## config.mk

```make
export PLATFORM = sky130hd
export DESIGN_NAME = tfc_back
export DESIGN_NICKNAME = d
export VERILOG_FILES = /design/src/rtl/tfc_pkg.sv /design/src/rtl/tfc_back.sv
export SDC_FILE = /design/constraint.sdc
export NUM_CORES = 2
export LEC_CHECK = 0
export ABC_CLOCK_PERIOD_IN_PS = 31500
export BUFFER_PORTS_ARGS = -buffer_cell sky130_fd_sc_hd__buf_2
export CAP_MARGIN = 5
export CORE_AREA = 2 2 679 681
export CTS_CLUSTER_SIZE = 28
export DETAILED_ROUTE_END_ITERATION = 8
export DIE_AREA = 0 0 681 683
export PLACE_DENSITY_LB_ADDON = 0.3
export SYNTH_ARGS = -nofsm -noshare
export SYNTH_HDL_FRONTEND = slang
export SYNTH_SLANG_ARGS = --single-unit
export TNS_END_PERCENT = 30
```

## constraint.sdc

```tcl
create_clock -name clk -period 31.5 [get_ports clk]
set_input_delay 3.15 -clock clk [delete_from_list [all_inputs] [get_ports clk]]
set_output_delay 3.15 -clock clk [all_outputs]
set_load 0.03 [all_outputs]
```

## src/rtl/tfc_pkg.sv

```systemverilog
// Shared types, constants and saturating helpers for the track frame
// compensation pipeline. No dependencies.
`timescale 1ns / 1ps
`default_nettype none

package tfc_pkg;

    localparam int QW       = 32;
    localparam int PW       = 64;
    localparam int SW       = 65;
    localparam int NUM_PAIR = 4;
    localparam int NUM_MUL  = 4 * NUM_PAIR;
    localparam int NUM_ROT  = 2 * NUM_PAIR;
    localparam int RW       = 34;
    localparam int YW       = 48;
    localparam int ROT_SH   = 30;
    localparam int YAW_SH   = 16;
    localparam int TDATA_W  = 11 * QW;

    localparam int CFG_IDX_W  = 3;
    localparam int CFG_DATA_W = 64;

    localparam logic [CFG_IDX_W-1:0] REG_GLOBAL_MODE        = 3'd0;
    localparam logic [CFG_IDX_W-1:0] REG_COS_HEADING        = 3'd1;
    localparam logic [CFG_IDX_W-1:0] REG_SIN_HEADING        = 3'd2;
    localparam logic [CFG_IDX_W-1:0] REG_LIDAR_POSITION     = 3'd3;
    localparam logic [CFG_IDX_W-1:0] REG_LIDAR_HEADING      = 3'd4;
    localparam logic [CFG_IDX_W-1:0] REG_LIDAR_VELOCITY     = 3'd5;
    localparam logic [CFG_IDX_W-1:0] REG_LIDAR_ACCELERATION = 3'd6;
    localparam logic [CFG_IDX_W-1:0] REG_LIDAR_TURN_RATE    = 3'd7;

    localparam logic signed [QW-1:0] TRIG_ONE     = 32'sh4000_0000;
    localparam logic signed [QW-1:0] TRIG_NEG_ONE = 32'shC000_0000;
    localparam logic signed [SW-1:0] RND_ROT      = 65'sd536870912;
    localparam logic signed [SW-1:0] RND_YAW      = 65'sd32768;

    // first field sits in the highest bits
    typedef struct packed {
        logic signed [QW-1:0] meas_heading;
        logic signed [QW-1:0] meas_y;
        logic signed [QW-1:0] meas_x;
        logic signed [QW-1:0] turn_rate;
        logic signed [QW-1:0] acc_y;
        logic signed [QW-1:0] acc_x;
        logic signed [QW-1:0] vel_y;
        logic signed [QW-1:0] vel_x;
        logic signed [QW-1:0] heading;
        logic signed [QW-1:0] pos_y;
        logic signed [QW-1:0] pos_x;
    } track_t;

    typedef struct packed {
        logic                 global_mode;
        logic signed [QW-1:0] cos_heading;
        logic signed [QW-1:0] sin_heading;
        logic [PW-1:0]        lidar_position;
        logic signed [QW-1:0] lidar_heading;
        logic [PW-1:0]        lidar_velocity;
        logic [PW-1:0]        lidar_acceleration;
        logic signed [QW-1:0] lidar_turn_rate;
    } cfg_t;

    typedef logic [NUM_MUL-1:0][QW-1:0] opnd_t;
    typedef logic [NUM_MUL-1:0][PW-1:0] prod_t;
    typedef logic [NUM_ROT-1:0][RW-1:0] rot_t;

    typedef struct packed {
        logic   track_valid;
        logic   global_mode;
        track_t trk;
        opnd_t  op_a;
        opnd_t  op_b;
    } s1_t;

    typedef struct packed {
        logic   track_valid;
        logic   global_mode;
        track_t trk;
        prod_t  prod;
    } s2_t;

    typedef struct packed {
        logic                 track_valid;
        logic                 global_mode;
        track_t               trk;
        rot_t                 rot;
        logic signed [YW-1:0] add_x;
        logic signed [YW-1:0] add_y;
    } s3_t;

    function automatic logic signed [PW-1:0] ext_q(input logic [QW-1:0] v);
        return $signed({{(PW-QW){v[QW-1]}}, v});
    endfunction

    function automatic logic signed [PW-1:0] ext_r(input logic [RW-1:0] v);
        return $signed({{(PW-RW){v[RW-1]}}, v});
    endfunction

    function automatic logic signed [PW-1:0] ext_y(input logic [YW-1:0] v);
        return $signed({{(PW-YW){v[YW-1]}}, v});
    endfunction

    function automatic logic signed [QW-1:0] sat32(input logic signed [PW-1:0] v);
        logic signed [PW-1:0] hi;
        logic signed [PW-1:0] lo;
        hi = ext_q(32'h7FFF_FFFF);
        lo = ext_q(32'h8000_0000);
        if (v > hi)
        begin
            return 32'sh7FFF_FFFF;
        end
        if (v < lo)
        begin
            return 32'sh8000_0000;
        end
        return v[QW-1:0];
    endfunction

    function automatic logic signed [QW-1:0] add_sat(input logic [QW-1:0] a,
                                                     input logic [QW-1:0] b);
        return sat32(ext_q(a) + ext_q(b));
    endfunction

    function automatic logic signed [QW-1:0] sub_sat(input logic [QW-1:0] a,
                                                     input logic [QW-1:0] b);
        return sat32(ext_q(a) - ext_q(b));
    endfunction

    function automatic logic signed [QW-1:0] trig_clamp(input logic signed [QW-1:0] t);
        if (t > TRIG_ONE)
        begin
            return TRIG_ONE;
        end
        if (t < TRIG_NEG_ONE)
        begin
            return TRIG_NEG_ONE;
        end
        return t;
    endfunction

endpackage

`default_nettype wire

```

## src/rtl/tfc_back.sv

```systemverilog
// Back stages: rounds product sums to Q16.16, then adds and saturates into
// the output register. Depends on tfc_pkg.
`timescale 1ns / 1ps
`default_nettype none

module tfc_back (
    input  wire logic            clk,
    input  wire logic            rst_n,
    input  wire logic            in_valid,
    output logic                 in_ready,
    input  wire tfc_pkg::s2_t    in,
    output logic                 out_valid,
    input  wire logic            out_ready,
    output logic                 out_track_valid,
    output tfc_pkg::track_t      out_trk
);
    import tfc_pkg::*;

    logic                 rnd_valid_reg;
    s3_t                  rnd_reg;
    s3_t                  rnd_next;
    logic                 rnd_ready;
    logic                 res_valid_reg;
    logic                 res_tv_reg;
    track_t               res_reg;
    track_t               res_next;
    logic signed [SW-1:0] sum_a;
    logic signed [SW-1:0] sum_b;
    logic signed [SW-1:0] sum_x;
    logic signed [SW-1:0] sum_y;

    always_comb
    begin
        rnd_next.track_valid = in.track_valid;
        rnd_next.global_mode = in.global_mode;
        rnd_next.trk         = in.trk;
        sum_a                = '0;
        sum_b                = '0;
        for (int k = 0; k < NUM_PAIR; k++)
        begin
            sum_a = $signed({in.prod[4*k][PW-1], in.prod[4*k]})
                  + $signed({in.prod[4*k+1][PW-1], in.prod[4*k+1]}) + RND_ROT;
            sum_b = $signed({in.prod[4*k+3][PW-1], in.prod[4*k+3]})
                  - $signed({in.prod[4*k+2][PW-1], in.prod[4*k+2]}) + RND_ROT;
            rnd_next.rot[2*k]   = sum_a[ROT_SH+RW-1:ROT_SH];
            rnd_next.rot[2*k+1] = sum_b[ROT_SH+RW-1:ROT_SH];
        end
        sum_x = RND_YAW - $signed({in.prod[8][PW-1], in.prod[8]});
        sum_y = $signed({in.prod[9][PW-1], in.prod[9]}) + RND_YAW;
        rnd_next.add_x = sum_x[YAW_SH+YW-1:YAW_SH];
        rnd_next.add_y = sum_y[YAW_SH+YW-1:YAW_SH];
    end

    always_comb
    begin
        res_next = rnd_reg.trk;
        if (rnd_reg.track_valid)
        begin
            if (rnd_reg.global_mode)
            begin
                res_next.vel_x  = sat32(ext_r(rnd_reg.rot[0]));
                res_next.vel_y  = sat32(ext_r(rnd_reg.rot[1]));
                res_next.acc_x  = sat32(ext_r(rnd_reg.rot[2]));
                res_next.acc_y  = sat32(ext_r(rnd_reg.rot[3]));
                res_next.pos_x  = sat32(ext_r(rnd_reg.rot[4]));
                res_next.pos_y  = sat32(ext_r(rnd_reg.rot[5]));
                res_next.meas_x = sat32(ext_r(rnd_reg.rot[6]));
                res_next.meas_y = sat32(ext_r(rnd_reg.rot[7]));
            end
            else
            begin
                res_next.vel_x = sat32(ext_q(rnd_reg.trk.vel_x) + ext_r(rnd_reg.rot[0])
                                       + ext_y(rnd_reg.add_x));
                res_next.vel_y = sat32(ext_q(rnd_reg.trk.vel_y) + ext_r(rnd_reg.rot[1])
                                       + ext_y(rnd_reg.add_y));
                res_next.acc_x = sat32(ext_q(rnd_reg.trk.acc_x) + ext_r(rnd_reg.rot[2]));
                res_next.acc_y = sat32(ext_q(rnd_reg.trk.acc_y) + ext_r(rnd_reg.rot[3]));
            end
        end
    end

    assign in_ready        = !rnd_valid_reg || rnd_ready;
    assign rnd_ready       = !res_valid_reg || out_ready;
    assign out_valid       = res_valid_reg;
    assign out_track_valid = res_tv_reg;
    assign out_trk         = res_reg;

    always_ff @(posedge clk or negedge rst_n)
    begin
        if (!rst_n)
        begin
            rnd_valid_reg <= 1'b0;
            res_valid_reg <= 1'b0;
        end
        else
        begin
            if (in_ready)
            begin
                rnd_valid_reg <= in_valid;
            end
            if (rnd_ready)
            begin
                res_valid_reg <= rnd_valid_reg;
            end
        end
    end

    always_ff @(posedge clk)
    begin
        if (in_ready && in_valid)
        begin
            rnd_reg <= rnd_next;
        end
        if (rnd_ready && rnd_valid_reg)
        begin
            res_reg    <= res_next;
            res_tv_reg <= rnd_reg.track_valid;
        end
    end

endmodule

`default_nettype wire

```

# Word level (Yosys, flattened, before mapping)
# Index checks and enable logic that the tools add are counted.
[totals]
register_bits = 1077
latchBits = 0
ram_bits = 0
mem_bits_ro = 0
output_inout_bits = 355
elab_cells = 229
mem_count = 0
[op_classes]
add_sub_neg = 24
multipliers = 0
div = 0
n_lt_le_gt_ge = 24
n_eq_ne = 0
shift = 0
mux = 138
bitwise = 0
n_reduce_logical = 6
[ops]
columns = ["op", "n"]
rows = [
  ["$mux 32", 48],
  ["$add 64x31->64 const B", 8],
  ["$gt 34x32->1 const B", 8],
  ["$lt 34x32->1 const B", 8],
  ["$add 64x64->64", 4],
  ["$mux 128", 2],
  ["$mux 64", 4],
  ["$sub 64x64->64", 4],
  ["$add 32x34->35", 4],
  ["$add 35x48->49", 2],
  ["$gt 49x32->1 const B", 2],
  ["$lt 49x32->1 const B", 2],
  ["$mux 1", 84],
  ["$gt 35x32->1 const B", 2],
  ["$lt 35x32->1 const B", 2],
  ["$add 64x17->64 const B", 1],
  ["$sub 17x64->64 const A", 1],
  ["$logic_and 1x1->1", 2],
  ["$logic_not 1->1", 2],
  ["$logic_or 1x1->1", 2],
]

# Depth between registers and ports, before layout
[logic_depth]
depth_word = 13
mapped_depth = 21
depth_no_buf = 19

# Worst setup path before layout
# Ideal clock, no wire load.
[synth_timing]
path_kind = "input to register"
from = "input port out_ready"
to = "register rnd_reg (netlist bit res_next[224]), enable pin"
setup_time_ps = 1181
arrival_time_ps = 19758
path_slack_ps = 10561
stages = 2
n_path_buf = 0
path_cell_list = "nand3b_1 > and2_1"
[synth_between]
elab_chain_cells = 3
[synth_rtl]
columns = ["element", "line", "rtl"]
rows = [
  ["from (decl)", "tfc_back.sv:13", "input wire logic out_ready,"],
  ["$logic_or 1x1->1", "tfc_back.sv:83", "assign rnd_ready = !res_valid_reg || out_ready;"],
  ["$logic_or 1x1->1", "tfc_back.sv:82", "assign in_ready = !rnd_valid_reg || rnd_ready;"],
  ["$logic_and 1x1->1", "tfc_back.sv:110", "if (in_ready && in_valid)"],
  ["to (signal assigned)", "tfc_back.sv:112", "rnd_reg <= rnd_next;"],
  ["to (decl)", "tfc_back.sv:20", "s3_t rnd_reg;"],
]
# No other way between the ends.
# A chain may end at the register's enable or synchronous reset.

==> out/qor.log <==
[status] result of the run finished, final reports clean
[flow_run] number of violations of the max-capacitance limit 0
[worst_setup_path] worst-path cell with the longest stage delay sky130_fd_sc_hd__a22oi_1
[cells_and_area] layout overhead on the synthesized area 29.3%
[pwr] maximum vdd ir drop 0.0346 mV
[worst_hold_path] classification of the worst-slack hold path reg2reg
[global_route] wire length of the first global-routing pass 493 mm
[clock_network] clock latency at the later pin of the worst-skew pair 0.89 ns
[placement] Port-buffer cells 1736
[cells_and_area] number of flip-flops in the largest register 626
[worst_setup_path] reg2reg setup slack 24.95 ns
[timing] Post-Route Setup TNS 0 ns
[pwr] pwr/cell area 57.7 nW/um^2
[placement] DPL Wire Length 319 mm
[synthesis] cell count after synthesis 6879
[worst_setup_path] delay of the slowest cell on the worst path 0.70 ns
[floorplanning] starting utilization of the core area 0.163
[placement] Final GP Congestion 0.955
[synthesis] cell area after synthesis 74600 sq um
[detailed_routing] mean routed wirelength per cell 24.7 um
[cells_and_area] non-filler cells in the finished layout 15100
[synthesis] Most used DFF post-synth sky130_fd_sc_hd__edfxtp_1
[timing] worst rel slew slack 0.254
[worst_hold_path] hold-critical path depth 0
[worst_setup_path] Critical Path Sink Type flop
[synthesis] synthesized-area fraction occupied by ao, oa, aoi and oai cells 0.152
[clock_network] clock buffers created by TritonCTS 151
[global_route] via count of the first global-routing pass 61300
[global_route] number of antenna violations at the first check in global routing 327
[timing] Fmax achieved 134 MHz
[clock_network] total number of clock tree sinks 1077
[worst_setup_path] number of buffers and inverters on the critical path 1
[timing] share of the clock period used by the worst path after layout 0.237
[synthesis] number of different library cells in the post-synthesis netlist 86
[timing] setup repair after global routing missed its margin false
[detailed_routing] post-route antenna net violation count 0
[worst_setup_path] crit path max fanout 3
[synthesis] simple-gate share of the synthesized area 0.113
[timing] endpoints failing hold 0
[synthesis] number of register bits inferred by synthesis 1077
[clock_network] CTS-repair resized insts 0
[worst_hold_path] launch point of the worst hold path res_next[233]
[worst_setup_path] reg2reg end out_trk[140]
[timing] worst slew pin tran 1.11 ns
[detailed_routing] Remaining DRCs 0
[synthesis] Synthesized Nets 9508
[global_route] largest net degree at the start of global routing 126
[clock_network] Hold Buf Count CTS 0
[detailed_routing] drt via density 4.08
[worst_setup_path] critical path class in2reg
[detailed_routing] vias post-DR 61700
[global_route] GRT Util Overall 0.153
[floorplanning] die extent in y 683 um
[worst_setup_path] crit-path cells buf_2, ha_1, ha_1, and4_1, and2_1, a22oi_1, a21boi_0, a211oi_2, a21oi_1, o2111a_1, o311a_1, a221oi_1, nor2b_1, or3_1, a31oi_1, xnor2_1
[synthesis] mux cell area share after synthesis 0.00169
[placement] placed cell count 14700
[worst_setup_path] largest delay contributor family on the critical path compound AO/OA/AOI/OAI gates
[clock_network] clock tree from TritonCTS built
[detailed_routing] 1st-iter DRT viols 3114
[clock_network] H-tree depth 4
[worst_setup_path] nature of the critical path startpoint input pin
[timing] final-report setup violation count 0
[worst_setup_path] WP data arrival 8.02 ns
[cells_and_area] layout net count 11300
[timing] final count of pins violating max slew 0
[detailed_routing] number of optimization iterations in the first detailed-route pass 6
[synthesis] Post-Synth Adder-Cell Area 0.219
[detailed_routing] wirelength, routed 374 mm
[floorplanning] full die area 465000 sq um
[worst_setup_path] length in cells of the worst reg-to-reg path 20
[floorplanning] Top Ports 1737
[synthesis] sequential fraction of the synthesis area 0.434
[synthesis] average footprint of a synthesized cell 10.8 sq um
[clock_network] number of setup buffers added after CTS 0
[cells_and_area] share of final-layout standard cells stronger than drive strength 1 0.240
[synthesis] number of enable-type register cells in the synthesized netlist 1075
[cells_and_area] Filler Cells Inserted 50500
[timing] worst slack on hold paths 0.414 ns
[timing] final worst clock skew 0.0771 ns
[synthesis] fraction of registers with async set or reset after synthesis 0.00186
[floorplanning] horizontal die dimension 681 um
[clock_network] maximum number of buffers from clock root to sink 4
[global_route] overall overflow remaining after global route 0
[worst_setup_path] critical register-to-register path startpoint rnd_reg[131]
[worst_setup_path] cell with the most instances on the worst path sky130_fd_sc_hd__ha_1
[synthesis] XOR/XNOR share of the synthesized area 0.0525
[worst_setup_path] worst endpoint required time 32.07 ns
[floorplanning] placeable core region 458000 sq um
[worst_hold_path] hold endpoint out_trk[233]
[synthesis] combinational family with the most area after synthesis adder cells
[clock_network] register clock-pin slew on the reported worst setup and hold paths 0.06 ns
[pwr] Pleak 0.0417 uW
[synthesis] warning count from the yosys run 0
[timing] minimum clock period 7.45 ns
[floorplanning] count of standard-cell rows 249
[clock_network] CTS root buffer sky130_fd_sc_hd__clkbuf_16
area by class of cell:
cell class / instances / area (sq um) / share of cell area
Multi-Input combinational cell: 5240 / 40300 / 0.418
Clock buffer: 171 / 3950 / 0.0410
Clock inverter: 97 / 1030 / 0.0107
Tap cell: 6149 / 7690 / 0.0798
Sequential cell: 1077 / 32300 / 0.335
Antenna cell: 163 / 408 / 0.00423
Timing Repair Buffer: 1806 / 9240 / 0.0958
Inverter: 403 / 1510 / 0.0157
through the flow:
| step | setup WS [ns] | total power [uW] | utilization | area (sq um) |
|---|---|---|---|---|
| 2_1_floorplan | 10.56 | 3170 | - | 74600 |
| 3_3_place_gp | 23.09 | 3830 | 0.199 | 91000 |
| 3_5_place_dp | 23.14 | 3830 | 0.199 | 91000 |
| 4_1_cts | 24.08 | 5690 | 0.210 | 96000 |
| 5_1_grt | 23.77 | 5910 | 0.210 | 96300 |
| 6_report | 24.05 | 5560 | 0.210 | 96400 |
worst max path at each step:
stage	slack, ns	startpoint	to	depth (start not counted)
2_1_floorplan	10.56	out_ready	res_next[224]	2
3_3_place_gp	23.09	in[599]	rnd_reg[265]	16
3_5_place_dp	23.14	in[599]	rnd_reg[265]	16
4_1_cts	24.08	in[599]	rnd_reg[265]	16
5_1_grt	23.77	in[599]	rnd_reg[265]	16
6_report	24.05	in[599]	rnd_reg[265]	16
cell usage after synthesis (14+ instances only):
cell type / number / area (sq um)
sky130_fd_sc_hd__nand2_1: 401 / 1510
sky130_fd_sc_hd__and2_1: 33 / 206
sky130_fd_sc_hd__edfxtp_1: 1075 / 32300
sky130_fd_sc_hd__a21boi_0: 15 / 113
sky130_fd_sc_hd__a31oi_1: 92 / 576
sky130_fd_sc_hd__a2111oi_0: 15 / 131
sky130_fd_sc_hd__nand2b_1: 63 / 394
sky130_fd_sc_hd__nor2_1: 648 / 2430
sky130_fd_sc_hd__fa_1: 100 / 2000
sky130_fd_sc_hd__o21ai_0: 426 / 2130
sky130_fd_sc_hd__and3_1: 51 / 319
sky130_fd_sc_hd__and4_1: 23 / 201
sky130_fd_sc_hd__nand4_1: 101 / 632
sky130_fd_sc_hd__or2_2: 15 / 93.8
sky130_fd_sc_hd__o31ai_1: 25 / 188
sky130_fd_sc_hd__nor2b_1: 84 / 526
sky130_fd_sc_hd__nor4_1: 16 / 100
sky130_fd_sc_hd__a211o_1: 14 / 123
sky130_fd_sc_hd__nor3_1: 131 / 656
sky130_fd_sc_hd__o21a_1: 128 / 961
sky130_fd_sc_hd__xnor2_1: 312 / 2730
sky130_fd_sc_hd__inv_1: 402 / 1510
sky130_fd_sc_hd__a211oi_1: 86 / 646
sky130_fd_sc_hd__o211ai_1: 28 / 210
sky130_fd_sc_hd__o21bai_1: 60 / 450
sky130_fd_sc_hd__a21oi_1: 409 / 2050
sky130_fd_sc_hd__a221oi_1: 20 / 175
sky130_fd_sc_hd__o32a_1: 30 / 300
sky130_fd_sc_hd__or3_1: 23 / 144
sky130_fd_sc_hd__xor2_1: 135 / 1180
sky130_fd_sc_hd__clkbuf_1: 148 / 556
sky130_fd_sc_hd__ha_1: 1147 / 14400
sky130_fd_sc_hd__a21o_1: 276 / 2070
sky130_fd_sc_hd__nand3_1: 136 / 681
metal layers:
metal | track usage | share of wire | vias to the layer above
met4 | 0.0707 | 0.054 | 80
met2 | 0.306 | 0.55 | 1936
met5 | 0 | 0.0014 | -
met3 | 0.0293 | 0.049 | 827
li1 | - | - | 29500
met1 | 0.150 | 0.34 | 29300
worst reg2reg max path: cells and delay by family (launching register included):
family                   cells  cell delay (ns)
AO/OA/AOI/OAI                7             2.61
buffers and inverters        4             0.58
adder cells (fa/ha/maj)      3             1.00
flip-flops                   1             0.44
AND/OR/NAND/NOR              6             1.63
cells in the final DEF, fill, tap and decap left out, types with 135 or more instances in the layout:
master,n
sky130_fd_sc_hd__buf_2,1736
sky130_fd_sc_hd__ha_1,1147
sky130_fd_sc_hd__edfxtp_1,1075
sky130_fd_sc_hd__nor2_1,641
sky130_fd_sc_hd__o21ai_0,426
sky130_fd_sc_hd__a21oi_1,407
sky130_fd_sc_hd__inv_1,401
sky130_fd_sc_hd__nand2_1,400
sky130_fd_sc_hd__xnor2_1,307
sky130_fd_sc_hd__a21o_1,276
sky130_fd_sc_hd__diode_2,163
sky130_fd_sc_hd__clkbuf_16,155
sky130_fd_sc_hd__nand3_1,136
sky130_fd_sc_hd__xor2_1,135
power by group:
part           internal, uW  total (uW)  switching [uW]
registers              1790        1870            76.6
logic                   704        1910            1200
clock network          1040        1790             750
logic make-up (layout without fill, tap and decap cells):
| logic type | count (synthesis) | after routing |
|---|---|---|
| and+or+nand+nor | 1778 | 1778 |
| AOI/OAI and AO/OA | 1756 | 1756 |
| adders and majority gates | 1247 | 1247 |
| DFF | 1077 | 1077 |
| muxes | 12 | 12 |
| other | 0 | 163 |
| buffers and inverters | 562 | 2477 |
| xor gates and xnor gates | 447 | 447 |
(Power assumes the default switching activity.)
